==> src/rtl/core/dsm_pkg.sv <==
// Shared types and constants for the dot-star pattern matcher.
// No dependencies; every other file in rtl/core uses this package.
package dsm_pkg;

    localparam int FUNC_W          = 2;
    localparam int SYM_W           = 8;
    localparam int MAX_TOKENS_DEF  = 32;

    typedef logic [FUNC_W-1:0] t_func;
    typedef logic [SYM_W-1:0]  t_sym;

    // Word function codes
    localparam t_func FUNC_CLEAR   = 2'd0;
    localparam t_func FUNC_PATTERN = 2'd1;
    localparam t_func FUNC_TEXT    = 2'd2;
    localparam t_func FUNC_END     = 2'd3;

    localparam t_sym DOT_BYTE  = 8'h2E;
    localparam t_sym STAR_BYTE = 8'h2A;

    // One decoded word, qualified by the processing stage firing
    typedef struct packed {
        logic clear;
        logic append;
        logic text;
        logic finish;
        t_sym symbol;
    } t_cmd;

endpackage

==> src/rtl/core/dsm_if.sv <==
// Valid/ready channel interfaces for the dot-star pattern matcher.
// Depends on dsm_pkg for the payload types.
interface dsm_in_if;
    logic            valid;
    logic            ready;
    dsm_pkg::t_func  func;
    dsm_pkg::t_sym   symbol;

    modport source (output valid, output func, output symbol, input ready);
    modport sink   (input valid, input func, input symbol, output ready);
endinterface

interface dsm_out_if;
    logic valid;
    logic ready;
    logic matched;
    logic pattern_overflow;

    modport source (output valid, output matched, output pattern_overflow, input ready);
    modport sink   (input valid, input matched, input pattern_overflow, output ready);
endinterface

==> src/rtl/core/dsm_token_store.sv <==
// Pattern token store: byte and starred bit per token, token count, overflow flag.
// Depends on dsm_pkg for the command struct and the special bytes.
module dsm_token_store #(
    parameter int MAX_TOKENS = dsm_pkg::MAX_TOKENS_DEF,
    parameter int CNT_W      = $clog2(MAX_TOKENS + 1)
) (
    input  logic                     i_clk,
    input  logic                     i_rst_n,
    input  dsm_pkg::t_cmd            i_cmd,
    output dsm_pkg::t_sym            o_token_byte [MAX_TOKENS],
    output logic [MAX_TOKENS-1:0]    o_token_star,
    output logic [MAX_TOKENS-1:0]    o_token_valid,
    output logic [CNT_W-1:0]         o_count,
    output logic                     o_overflow
);

    logic [CNT_W-1:0]        r_count,    n_count;
    logic                    r_overflow, n_overflow;
    logic                    r_last_star, n_last_star;
    dsm_pkg::t_sym           r_byte [MAX_TOKENS];
    logic [MAX_TOKENS-1:0]   r_star;

    logic             append_ok;
    logic             wr_star;
    logic             wr_new;
    logic             set_ovf;
    logic             full;
    logic [CNT_W-1:0] last_idx;

    assign full      = (r_count == CNT_W'(MAX_TOKENS));
    assign last_idx  = r_count - CNT_W'(1);
    assign append_ok = i_cmd.append && !r_overflow;
    // A star on an unstarred last token stars it; otherwise it is a literal
    assign wr_star   = append_ok && (i_cmd.symbol == dsm_pkg::STAR_BYTE) &&
                       (r_count != '0) && !r_last_star;
    assign wr_new    = append_ok && !wr_star && !full;
    assign set_ovf   = append_ok && !wr_star && full;

    always_comb begin
        n_count     = r_count;
        n_overflow  = r_overflow;
        n_last_star = r_last_star;
        if (i_cmd.clear) begin
            n_count     = '0;
            n_overflow  = 1'b0;
            n_last_star = 1'b0;
        end else if (wr_star) begin
            n_last_star = 1'b1;
        end else if (wr_new) begin
            n_count     = r_count + CNT_W'(1);
            n_last_star = 1'b0;
        end else if (set_ovf) begin
            n_overflow  = 1'b1;
        end
    end

    always_ff @(posedge i_clk) begin
        if (!i_rst_n) begin
            r_count     <= '0;
            r_overflow  <= 1'b0;
            r_last_star <= 1'b0;
        end else begin
            r_count     <= n_count;
            r_overflow  <= n_overflow;
            r_last_star <= n_last_star;
        end
    end

    for (genvar j = 0; j < MAX_TOKENS; j++) begin : g_entry
        always_ff @(posedge i_clk) begin
            if (wr_new && (r_count == CNT_W'(j))) begin
                r_byte[j] <= i_cmd.symbol;
                r_star[j] <= 1'b0;
            end else if (wr_star && (last_idx == CNT_W'(j))) begin
                r_star[j] <= 1'b1;
            end
        end
        assign o_token_byte[j]  = r_byte[j];
        assign o_token_valid[j] = (CNT_W'(j) < r_count);
    end

    assign o_token_star = r_star;
    assign o_count      = r_count;
    assign o_overflow   = r_overflow;

endmodule

==> src/rtl/core/dsm_nfa.sv <==
// Active-position vector with epsilon closure over starred tokens and text step.
// Depends on dsm_pkg; token data comes from dsm_token_store.
module dsm_nfa #(
    parameter int MAX_TOKENS = dsm_pkg::MAX_TOKENS_DEF,
    parameter int CNT_W      = $clog2(MAX_TOKENS + 1)
) (
    input  logic                     i_clk,
    input  logic                     i_rst_n,
    input  dsm_pkg::t_cmd            i_cmd,
    input  dsm_pkg::t_sym            i_token_byte [MAX_TOKENS],
    input  logic [MAX_TOKENS-1:0]    i_token_star,
    input  logic [MAX_TOKENS-1:0]    i_token_valid,
    input  logic [CNT_W-1:0]         i_count,
    output logic                     o_matched
);

    localparam int POS  = MAX_TOKENS + 1;
    localparam int LVLS = (POS > 1) ? $clog2(POS) : 1;

    logic [POS-1:0]        r_active, n_active;
    logic [POS-1:0]        gen  [LVLS+1];
    logic [POS-1:0]        prop [LVLS+1];
    logic [POS-1:0]        closed;
    logic [MAX_TOKENS-1:0] hit;
    logic [MAX_TOKENS-1:0] take;
    logic [POS-1:0]        stepped;

    // Closure is a carry chain: position i+1 inherits i through a starred
    // token; resolve it with a log-depth prefix.
    assign gen[0]  = r_active;
    assign prop[0] = {i_token_star & i_token_valid, 1'b0};

    for (genvar l = 0; l < LVLS; l++) begin : g_lvl
        for (genvar i = 0; i < POS; i++) begin : g_pos
            if (i >= (1 << l)) begin : g_mix
                assign gen[l+1][i]  = gen[l][i] | (prop[l][i] & gen[l][i-(1<<l)]);
                assign prop[l+1][i] = prop[l][i] & prop[l][i-(1<<l)];
            end else begin : g_pass
                assign gen[l+1][i]  = gen[l][i];
                assign prop[l+1][i] = prop[l][i];
            end
        end
    end

    assign closed = gen[LVLS];

    for (genvar j = 0; j < MAX_TOKENS; j++) begin : g_hit
        assign hit[j] = (i_token_byte[j] == dsm_pkg::DOT_BYTE) ||
                        (i_token_byte[j] == i_cmd.symbol);
    end

    assign take    = closed[MAX_TOKENS-1:0] & i_token_valid & hit;
    // Starred token stays in place, plain token advances one position
    assign stepped = {1'b0, take & i_token_star} | {take & ~i_token_star, 1'b0};

    assign o_matched = closed[i_count];

    always_comb begin
        n_active = r_active;
        if (i_cmd.clear || i_cmd.finish) begin
            n_active = POS'(1);
        end else if (i_cmd.text) begin
            n_active = stepped;
        end
    end

    always_ff @(posedge i_clk) begin
        if (!i_rst_n) begin
            r_active <= POS'(1);
        end else begin
            r_active <= n_active;
        end
    end

endmodule

==> src/rtl/core/dot_star_pattern_matcher.sv <==
// Top level of the dot-star pattern matcher: input register, token store,
// NFA stage and result register. Depends on dsm_pkg, dsm_if, dsm_token_store, dsm_nfa.
//
//   channel  | dir | words                      | payload
//   ---------+-----+----------------------------+---------------------------
//   i_in     | in  | clear/pattern/text/end     | func[1:0], symbol[7:0]
//   o_out    | out | one per end-of-text word   | matched, pattern_overflow
//
// Every word is captured in the input register, then applied to the token store and
// active vector; one word per cycle sustained while no end-of-text word waits on a
// held result. An end-of-text result passes the input, then the result register.
// Reset (synchronous, active low) empties the pattern and sets position zero.
// A result held on o_out stalls only an end-of-text word behind it.
module dot_star_pattern_matcher #(
    parameter int MAX_TOKENS = dsm_pkg::MAX_TOKENS_DEF
) (
    input  logic           i_clk,
    input  logic           i_rst_n,
    dsm_in_if.sink         i_in,
    dsm_out_if.source      o_out
);

    localparam int CNT_W = $clog2(MAX_TOKENS + 1);

    logic                  r_in_valid, n_in_valid;
    dsm_pkg::t_func        r_func;
    dsm_pkg::t_sym         r_symbol;
    logic                  r_out_valid, n_out_valid;
    logic                  r_matched;
    logic                  r_ovf;

    logic                  out_free;
    logic                  fire;
    dsm_pkg::t_cmd         cmd;
    dsm_pkg::t_sym         token_byte [MAX_TOKENS];
    logic [MAX_TOKENS-1:0] token_star;
    logic [MAX_TOKENS-1:0] token_valid;
    logic [CNT_W-1:0]      count;
    logic                  overflow;
    logic                  matched;

    assign out_free   = !r_out_valid || o_out.ready;
    assign fire       = r_in_valid && ((r_func != dsm_pkg::FUNC_END) || out_free);
    assign i_in.ready = !r_in_valid || fire;

    always_comb begin
        cmd        = '0;
        cmd.symbol = r_symbol;
        if (fire) begin
            unique case (r_func)
                dsm_pkg::FUNC_CLEAR:   cmd.clear  = 1'b1;
                dsm_pkg::FUNC_PATTERN: cmd.append = 1'b1;
                dsm_pkg::FUNC_TEXT:    cmd.text   = 1'b1;
                dsm_pkg::FUNC_END:     cmd.finish = 1'b1;
                default:               cmd.clear  = 1'b0;
            endcase
        end
    end

    assign n_in_valid  = (i_in.valid && i_in.ready) || (r_in_valid && !fire);
    assign n_out_valid = cmd.finish || (r_out_valid && !o_out.ready);

    always_ff @(posedge i_clk) begin
        if (!i_rst_n) begin
            r_in_valid  <= 1'b0;
            r_out_valid <= 1'b0;
        end else begin
            r_in_valid  <= n_in_valid;
            r_out_valid <= n_out_valid;
        end
    end

    always_ff @(posedge i_clk) begin
        if (i_in.valid && i_in.ready) begin
            r_func   <= i_in.func;
            r_symbol <= i_in.symbol;
        end
        if (cmd.finish) begin
            r_matched <= matched;
            r_ovf     <= overflow;
        end
    end

    dsm_token_store #(
        .MAX_TOKENS (MAX_TOKENS),
        .CNT_W      (CNT_W)
    ) u_store (
        .i_clk         (i_clk),
        .i_rst_n       (i_rst_n),
        .i_cmd         (cmd),
        .o_token_byte  (token_byte),
        .o_token_star  (token_star),
        .o_token_valid (token_valid),
        .o_count       (count),
        .o_overflow    (overflow)
    );

    dsm_nfa #(
        .MAX_TOKENS (MAX_TOKENS),
        .CNT_W      (CNT_W)
    ) u_nfa (
        .i_clk         (i_clk),
        .i_rst_n       (i_rst_n),
        .i_cmd         (cmd),
        .i_token_byte  (token_byte),
        .i_token_star  (token_star),
        .i_token_valid (token_valid),
        .i_count       (count),
        .o_matched     (matched)
    );

    assign o_out.valid            = r_out_valid;
    assign o_out.matched          = r_matched;
    assign o_out.pattern_overflow = r_ovf;

`ifndef NO_ASSERTIONS
    a_finish_loads_result: assert property (@(posedge i_clk) disable iff (!i_rst_n)
        cmd.finish |=> r_out_valid && (r_ovf == $past(overflow)))
        else $error("end-of-text word did not load the result register");

    a_count_bounded: assert property (@(posedge i_clk) disable iff (!i_rst_n)
        count <= CNT_W'(MAX_TOKENS))
        else $error("token count beyond capacity");

    a_overflow_only_full: assert property (@(posedge i_clk) disable iff (!i_rst_n)
        overflow |-> (count == CNT_W'(MAX_TOKENS)))
        else $error("overflow flag set with free token slots");

    a_clear_empties: assert property (@(posedge i_clk) disable iff (!i_rst_n)
        cmd.clear |=> (count == '0) && !overflow)
        else $error("clear did not empty the pattern");
`endif

endmodule
==> src/flat_wrapper.sv <==
// flat-port wrapper written by rule: the top's interface ports become plain ports
module dot_star_pattern_matcher_flat 
#(
    parameter int MAX_TOKENS = dsm_pkg::MAX_TOKENS_DEF
)
  (i_clk, i_rst_n, i_in_valid, i_in_func, i_in_symbol, i_in_ready, o_out_valid, o_out_matched, o_out_pattern_overflow, o_out_ready);
  dsm_in_if i_in_i ();
  dsm_out_if o_out_i ();
  input  logic i_clk;
  input  logic i_rst_n;
  input wire logic [$bits(i_in_i.valid)-1:0] i_in_valid;
  input wire logic [$bits(i_in_i.func)-1:0] i_in_func;
  input wire logic [$bits(i_in_i.symbol)-1:0] i_in_symbol;
  output wire logic [$bits(i_in_i.ready)-1:0] i_in_ready;
  output wire logic [$bits(o_out_i.valid)-1:0] o_out_valid;
  output wire logic [$bits(o_out_i.matched)-1:0] o_out_matched;
  output wire logic [$bits(o_out_i.pattern_overflow)-1:0] o_out_pattern_overflow;
  input wire logic [$bits(o_out_i.ready)-1:0] o_out_ready;
  assign i_in_i.valid = i_in_valid;
  assign i_in_i.func = i_in_func;
  assign i_in_i.symbol = i_in_symbol;
  assign i_in_ready = i_in_i.ready;
  assign o_out_valid = o_out_i.valid;
  assign o_out_matched = o_out_i.matched;
  assign o_out_pattern_overflow = o_out_i.pattern_overflow;
  assign o_out_i.ready = o_out_ready;
  dot_star_pattern_matcher #(.MAX_TOKENS(MAX_TOKENS)) u_core (.i_clk(i_clk), .i_rst_n(i_rst_n), .i_in(i_in_i), .o_out(o_out_i));
endmodule
==> config.mk <==
export PLATFORM = sky130hd
export DESIGN_NAME = dot_star_pattern_matcher_flat
export DESIGN_NICKNAME = d
export VERILOG_FILES = /design/src/rtl/core/dsm_pkg.sv /design/src/rtl/core/dsm_if.sv /design/src/rtl/core/dsm_token_store.sv /design/src/rtl/core/dsm_nfa.sv /design/src/rtl/core/dot_star_pattern_matcher.sv /design/src/flat_wrapper.sv
export SDC_FILE = /design/constraint.sdc
export NUM_CORES = 1
export LEC_CHECK = 0
export CORE_MARGIN = 3
export CORE_UTILIZATION = 45
export DETAILED_ROUTE_END_ITERATION = 10
export DONT_BUFFER_PORTS = 1
export GPL_ROUTABILITY_DRIVEN = 0
export PLACE_DENSITY = 0.6
export SYNTH_ARGS = -nofsm -noshare
export SYNTH_HDL_FRONTEND = slang
export SYNTH_SLANG_ARGS = --single-unit
==> constraint.sdc <==
create_clock -name i_clk -period 3.7 [get_ports i_clk]
set_input_delay 0.185 -clock i_clk [delete_from_list [all_inputs] [get_ports i_clk]]
set_output_delay 0.185 -clock i_clk [all_outputs]
set_load 0.05 [all_outputs]
==> results by group, run 1 <==
Run status
  • Outcome: finished clean

Critical path
  • Worst path arrival time: 3.86 ns
  • R2R cell count: 11
  • Nature of the critical path endpoint: flip-flop
  • Critical Path RT: 4.06 ns
  • Critical R2R Launch: u_core.u_store.o_count[5]
  • CP Max Fanout: 9
  • Register-to-register setup slack: 0.20 ns
  • Worst setup path category: flip-flop to flip-flop
  • Startpoint Class: flip-flop
  • Reg2reg end: u_core.o_out.matched

CTS
  • CTS max path bufs: 3
  • CTS Buf Count: 37
  • Htree depth: 2
  • Clk sinks: 343
  • CTS tree: built
  • Postcts setup bufs: 0
  • CTS root buf: clkbuf_16
  • CTS clk-pin slew, worst paths: 0.06 ns
  • Clock Latency Late Sink: 0.52 ns

Placed design
  • Placement Cell Area: 18700 µm²
  • Dpl hpwl: 32.4 mm
  • IO Port Bufs: 0
  • Pre-CTS setup slack: 0.107 ns

Timing
  • Final period utilization: 94.6%
  • Final Hold Vio Count: 0
  • Final Max Slew Viols: 0
  • Minimum clock period: 3.50 ns
  • Setup TNS: 0 ns
  • Unrepaired setup endpoints after global routing: no
  • Worst slew pin tran: 1.02 ns
  • Setup ws final: 0.202 ns
  • Slew HR: 31.8%
  • Fmax: 0.286 GHz
  • Clk_skew: 0.00983 ns
  • Endpoints failing setup: 0

Finish
  • Finished Cell Area: 20000 µm²
  • Fillers: 3305
  • Area delta synth->final: 15.3%
  • Layout net count: 1657
  • Layout cells sized above 1: 12.3%
  • # diodes: 0

Drt
  • Met2 routed WL: 20.4 mm
  • Final WL: 46.4 mm
  • M1 WL: 20.7 mm
  • DRT iter0 DRCs: 1292
  • DR top layer: met4
  • DRT antenna net count: 0
  • Met3 wire length: 3.38 mm
  • Vias per cell: 5.93
  • DR WL/cell: 21.4 µm
  • Drt first pass iters: 7
  • Vias: 12884
  • DRC viols: 0

Synth
  • Most common flop cell mapped by yosys: edfxtp_1
  • Synth area leaders: edfxtp_1 46%, dfxtp_1 8.6%, xnor2_1 7.3%, xor2_1 6.1%, nor2_1 3.0%
  • Post-synth top cells: 268 x edfxtp_1, 144 x xnor2_1, 137 x nor2_1
  • Avg Cell Area, Syn: 11.2 µm²
  • Post-Syn Instances: 1551
  • Synth unique cells: 88
  • Ys async rst share: 0%
  • Most common cell in the netlist: edfxtp_1
  • Register area share after synthesis: 55.0%
  • #FFs+latches synth: 343
  • Netlist Area Pre-Place: 17400 µm²
  • Synth Warn #: 0
  • Largest area contributor in the netlist: edfxtp_1
  • Post-synth EDFFs: 268
  • Synth top area share: 46.3%
  • Post-Syn Nets: 1571

Power and ir drop
  • Total power: 8420 µW
  • VDD IR max: 507 µV
  • Pwr/cell area: 420 nW/µm²
  • Lkg Pwr: 0.00653 µW

GRT
  • Initial antenna violation count: 0
  • Total congestion overflow: 0
  • Vias in the first global route: 12738
  • GRT Total Usage: 22.4%
  • Largest net degree at the start of global routing: 65
  • Global-route wire length before repair: 72.4 mm

Floorplanning
  • Rows: 71
  • Die width: 203 µm
  • Starting Density: 45.9%
  • Core area: 37800 µm²
  • Die height: 203 µm
  • Top Ports: 18
  • Area of the die: 41000 µm²

Job
  • Maximum Capacitance Violations: 0

Hold path
  • Hold wc startpoint: i_in_valid
  • Hold Path Class: primary input to flip-flop
  • Worst hold endpoint: u_core.r_symbol[1]
  • Hold Path Stages: 1
[power by group]
part           switching, µW  internal [µW]
logic                    268            162
registers               27.7           4170
clock network           1450           2340
[timing repair]
action                                  in CTS  in global routing
resized for setup                            0                  6
endpoints found under the hold margin       19                  0
endpoints found under the setup margin       0                  2
hold buffers                                13                  0
[metrics by stage]
step | hold slack [ns] | util (%) | std cells
2_1_floorplan | 0.284 | - | 1551
3_3_place_gp | 0.284 | 49.3 | 2096
3_5_place_dp | 0.284 | 49.3 | 2096
4_1_cts | 0.0997 | 52.9 | 2174
5_1_grt | 0.134 | 53.0 | 2174
6_report | 0.130 | 53.0 | 2174
[kinds of logic after synthesis]
family          count (synthesis)  share of synthesized area, %
compound gates                306                          12.2
buf+inv                       109                          2.62
flops                         343                          55.0
mux                             5                         0.295
xor+xnor                      265                          13.4
simple gates                  517                          16.2
fa+ha+maj                       6                         0.432
[critical path, stage by stage, from the launching register on]
cell       delay (ns)
dfxtp_1          0.59
or2_1            0.39
o21ai_0          0.27
or2_2            0.38
nor4_1           0.28
a221oi_1         0.14
buf_4            0.19
a21oi_2          0.21
a21oi_1          0.13
a2111oi_2        0.44
nor4_1           0.10
a32oi_1          0.21
[routing by layer]
metal | vias to the layer above | global-route usage, %
met5 | - | 0
met4 | 0 | 8.83
met3 | 126 | 4.44
met2 | 516 | 34.7
met1 | 6249 | 31.1
li1 | 5993 | -
[sequential cells by signal (all words and copies together), names as in the netlist]
signal,count
u_core.r_func,2
u_core.u_store.o_token_star,32
u_core.u_store.o_count,6
u_core.u_store.r_byte,256
u_core.u_store.o_overflow,1
u_core.o_out.pattern_overflow,1
u_core.r_symbol,8
u_core.r_in_valid,1
u_core.u_store.r_last_star,1
u_core.u_nfa.r_active,33
u_core.o_out.valid,1
u_core.o_out.matched,1
[worst max-delay path by stage]
stage                                    from              endpoint  depth (start not counted)
floorplan           u_core.u_store.o_count[1]  u_core.o_out.matched                         14
global placement    u_core.u_store.o_count[1]  u_core.o_out.matched                         11
detailed placement  u_core.u_store.o_count[0]  u_core.o_out.matched                         14
CTS                 u_core.u_store.o_count[0]  u_core.o_out.matched                         14
global route        u_core.u_store.o_count[5]  u_core.o_out.matched                         12
finish              u_core.u_store.o_count[5]  u_core.o_out.matched                         11
[final cells by class]
cell class | instances | area [µm²] | area share, %
well taps | 511 | 639 | 3.19
flip-flops and latches | 343 | 9550 | 47.6
repair buffers | 126 | 1080 | 5.38
inverters | 30 | 113 | 0.562
clock inverters | 16 | 235 | 1.17
clock buffers | 49 | 1010 | 5.04
multi-input cells | 1099 | 7420 | 37.0
[cells in the final DEF (no fill, tap or decap), drive strengths merged, types with 7 or more instances in the layout]
cell type and count:
a211oi 28, a21oi 90, a221oi 7, a31oi 23
and2 10, and3 17, buf 113, clkbuf 49
clkinv 8, dfxtp 75, dlygate4sd3 13, edfxtp 268
inv 30, nand2 55, nand2b 26, nand3 29
nand4 61, nand4b 18, nor2 137, nor2b 24
nor3 35, nor4 57, nor4b 17, o21a 11
o21ai 52, o31ai 8, or2 9, or3 8
xnor2 144, xor2 121
Note: power is estimated with default switching activity, not from simulation.
==> inputs of run 2 (changes only) <==
- ABC_AREA: not set -> 1
==> run 2 against run 1 <==
Final cell count is 22% higher. Routed wire length is 15% higher. Maximum frequency is 6.9% higher. Utilization is 1.5 points lower. Non-clock buffer count is 52 lower. Critical endpoint unchanged.
==> results by group, run 2 <==
Floorplanning
  • Top Ports: 18 (unchanged)
  • Area of the die: 43400 µm² (+5.7%)
  • Core area: 40100 µm² (+6.0%)
  • Die height: 208 µm (+2.8%)
  • Die width: 208 µm (+2.8%)
  • Rows: 73 (+2.8%)
  • Starting Density: 45.9% (about the same)

Timing
  • Final period utilization: 88.4% (-6.1 points)
  • Setup TNS: 0 ns (unchanged)
  • Worst slew pin tran: 1.14 ns (+0.129 ns)
  • Unrepaired setup endpoints after global routing: no
  • Endpoints failing setup: 0 (unchanged)
  • Clk_skew: 0.0150 ns (+0.00515 ns)
  • Final Max Slew Viols: 0 (unchanged)
  • Final Hold Vio Count: 0 (unchanged)
  • Fmax: 0.306 GHz (+6.9%)
  • Minimum clock period: 3.27 ns (-0.227 ns)
  • Slew HR: 23.4% (-8.3 points)

Drt
  • Final WL: 53.4 mm (+15%)
  • DR WL/cell: 20.2 µm (-5.5%)
  • Drt first pass iters: 6 (-1)
  • Vias per cell: 5.64 (-4.9%)
  • Vias: 14922 (+16%)
  • DRT antenna net count: 0 (unchanged)
  • DRT iter0 DRCs: 1468 (+14%)
  • DRC viols: 0 (unchanged)

CTS
  • Htree depth: 2 (unchanged)
  • Clock Latency Late Sink: 0.54 ns (+0.02 ns)
  • Postcts setup bufs: 0 (unchanged)
  • CTS tree: built
  • Clk sinks: 343 (unchanged)
  • CTS max path bufs: 3 (unchanged)
  • CTS Buf Count: 37 (unchanged)
  • CTS clk-pin slew, worst paths: 0.07 ns (about the same)
  • CTS root buf: clkbuf_16

Finish
  • Final Util: 51.4% (-1.5 points)
  • Layout cells sized above 1: 10.3% (-2.1 points)
  • # diodes: 0 (unchanged)
  • Area occupied by registers: 9550 µm² (about the same)
  • Most frequent cells in the layout: 393 x nand2_1, 272 x inv_1, 268 x edfxtp_1
  • Fillers: 3602 (+9.0%)
  • Area delta synth->final: 12.0%
  • Commonest non-fill, non-tap cell in the layout: nand2_1
  • Flip-flop count of the largest register after layout: 256 (unchanged)
  • Top reg by flops: u_core.u_store.r_byte
  • Layout net count: 2117 (+28%)
  • Multi-input gate area: 7480 µm² (+0.81%)

Critical path
  • Register-to-register setup slack: 0.43 ns (+0.23 ns)
  • CP max-delay cell: dfxtp_1
  • Nature of the critical path endpoint: flip-flop
  • Reg2reg end: u_core.o_out.matched
  • Worst path arrival time: 3.68 ns (-0.18 ns)
  • CP Max Fanout: 10 (+1)
  • Critical path buffers and inverters: 2 (+1)
  • Critical R2R Launch: u_core.u_store.o_count[1]
  • Critical Path Sink: u_core.o_out.matched
  • Worst setup path category: flip-flop to flip-flop
  • Crit path depth: 20 (+9)
  • CP max stage delay: 0.56 ns (-0.03 ns)
  • Startpoint Class: flip-flop
  • Crit-path most repeated cell: nand2_1
  • Origin of the worst setup path: u_core.u_store.o_count[1]
  • Critical Path RT: 4.10 ns (+0.04 ns)
  • Largest delay share family, worst path: simple AND/OR/NAND/NOR gates
  • CP Cell Sequence: clkinv_1, ha_1, buf_4, o21ai_2, nand2_1, nor2_1, nand2_1, nor3_2, nand2_1, nand3_1, nand2_1, nand2_2, nand2_1, nand2_1, nor2_1, nand2_1, nand2_1, nand3_1, nand2_1, nand2_1
  • R2R cell count: 20 (+9)

Synth
  • Mux cell area share after synthesis: 0% (-0.30 points)
  • Synth top area share: 43.7% (-2.6 points)
  • Largest area contributor in the netlist: edfxtp_1
  • Main combinational cell family by area after synthesis: simple AND/OR/NAND/NOR gates
  • Synth Warn #: 0 (unchanged)
  • Post-Syn Nets: 2063 (+31%)
  • Synth area leaders: edfxtp_1 44%, dfxtp_1 8.2%, nand2_1 8.0%, inv_1 5.5%, xnor2_1 5.2%
  • Post-synth top cells: 393 x nand2_1, 272 x inv_1, 268 x edfxtp_1
  • Netlist Area Pre-Place: 18400 µm² (+5.9%)
  • Avg Cell Area, Syn: 9.01 µm² (-20%)
  • Simple-gate portion of the synthesized area: 24.7% (+8.5 points)
  • Post-Synth Adder-Cell Area: 0.408% (-0.024 points)
  • Compound-cell area share of the yosys netlist: 7.00% (-5.2 points)
  • Most common flop cell mapped by yosys: edfxtp_1
  • Xor-xnor portion of the synthesized cell area: 8.47% (-4.9 points)
  • Register area share after synthesis: 51.9% (-3.1 points)
  • Synth unique cells: 64 (-27%)
  • #FFs+latches synth: 343 (unchanged)
  • Post-Syn Instances: 2043 (+32%)
  • Post-synth EDFFs: 268 (unchanged)
  • Most common cell in the netlist: nand2_1
  • Ys async rst share: 0% (unchanged)

Power and ir drop
  • Pwr/cell area: 402 nW/µm² (-4.4%)
  • VDD IR max: 438 µV (-14%)
  • Lkg Pwr: 0.00790 µW (+21%)

GRT
  • Vias in the first global route: 14479 (+14%)
  • GRT Total Usage: 24.1% (+1.7 points)
  • Initial antenna violation count: 1 (+1)
  • Largest net degree at the start of global routing: 65 (unchanged)
  • Global-route wire length before repair: 81.8 mm (+13%)
  • Total congestion overflow: 0 (unchanged)

Hold path
  • Hold wc startpoint: i_in_valid
  • Hold Path Class: primary input to flip-flop

Job
  • Maximum Capacitance Violations: 0 (unchanged)

Placed design
  • Dpl hpwl: 37.1 mm (+15%)
  • IO Port Bufs: 0 (unchanged)

Run status
  • Outcome: finished clean
## run 2: report_power, final
part	total, µW	switching (µW)	internal, µW
Sequential	4200	22.7	4170
Combinational	494	337	156
Clock	3590	1440	2150
Total	8280	1800	6480
## run 2: worst min path at each step
stage	depth (start not counted)	to	slack [ns]
after global placement	0	u_core.r_symbol[3]	0.28
after floorplan	2	u_core.o_out.valid	0.28
after CTS	2	u_core.r_symbol[0]	0.05
final	2	u_core.r_func[0]	0.08
after detailed placement	0	u_core.r_func[0]	0.28
after global routing	2	u_core.u_store.o_overflow	0.09
## run 2: timing repair
action	CTS	global route
resized for setup	0	0
endpoints found under the hold margin	12	0
setup endpoints to repair	0	0
hold buffers	13	0
## run 2: routing by layer
metal / vias to the layer above / global-route usage [%] / part of all wire [%]
li1: 7024 / - / -
met1: 7159 / 32.1 / 42
met2: 587 / 38.1 / 44
met3: 152 / 5.38 / 8.8
met4: 0 / 10.4 / 4.7
met5: - / 0 / 0
## run 2: per-stage QoR
stage	power, µW	setup WS (ns)	std cells	cell area, µm²	hold slack (ns)
floorplan	4580	0.506	2043	18400	0.283
global placement	4750	0.639	2570	19300	0.284
detailed placement	4760	0.599	2570	19300	0.284
CTS	8360	0.549	2647	20600	0.0458
global route	8560	0.250	2647	20600	0.0908
finish	8280	0.429	2647	20600	0.0819
## run 2: area by class of cell
| class | instances | share of cell area (%) |
|---|---|---|
| Sequential cell | 343 | 46.3 |
| Multi-Input combinational cell | 1350 | 36.3 |
| Inverter | 291 | 5.31 |
| Clock buffer | 55 | 5.06 |
| Timing Repair Buffer | 74 | 3.28 |
| Tap cell | 525 | 3.19 |
| Clock inverter | 9 | 0.589 |
## run 2: cell families (layout without fill, tap and decap cells)
logic type	Yosys count	in the layout
AOI/OAI and AO/OA	204	204
xor gates and xnor gates	178	178
adders and majority gates	6	6
buffers and inverters	350	429
DFF	343	343
and+or+nand+nor	962	962
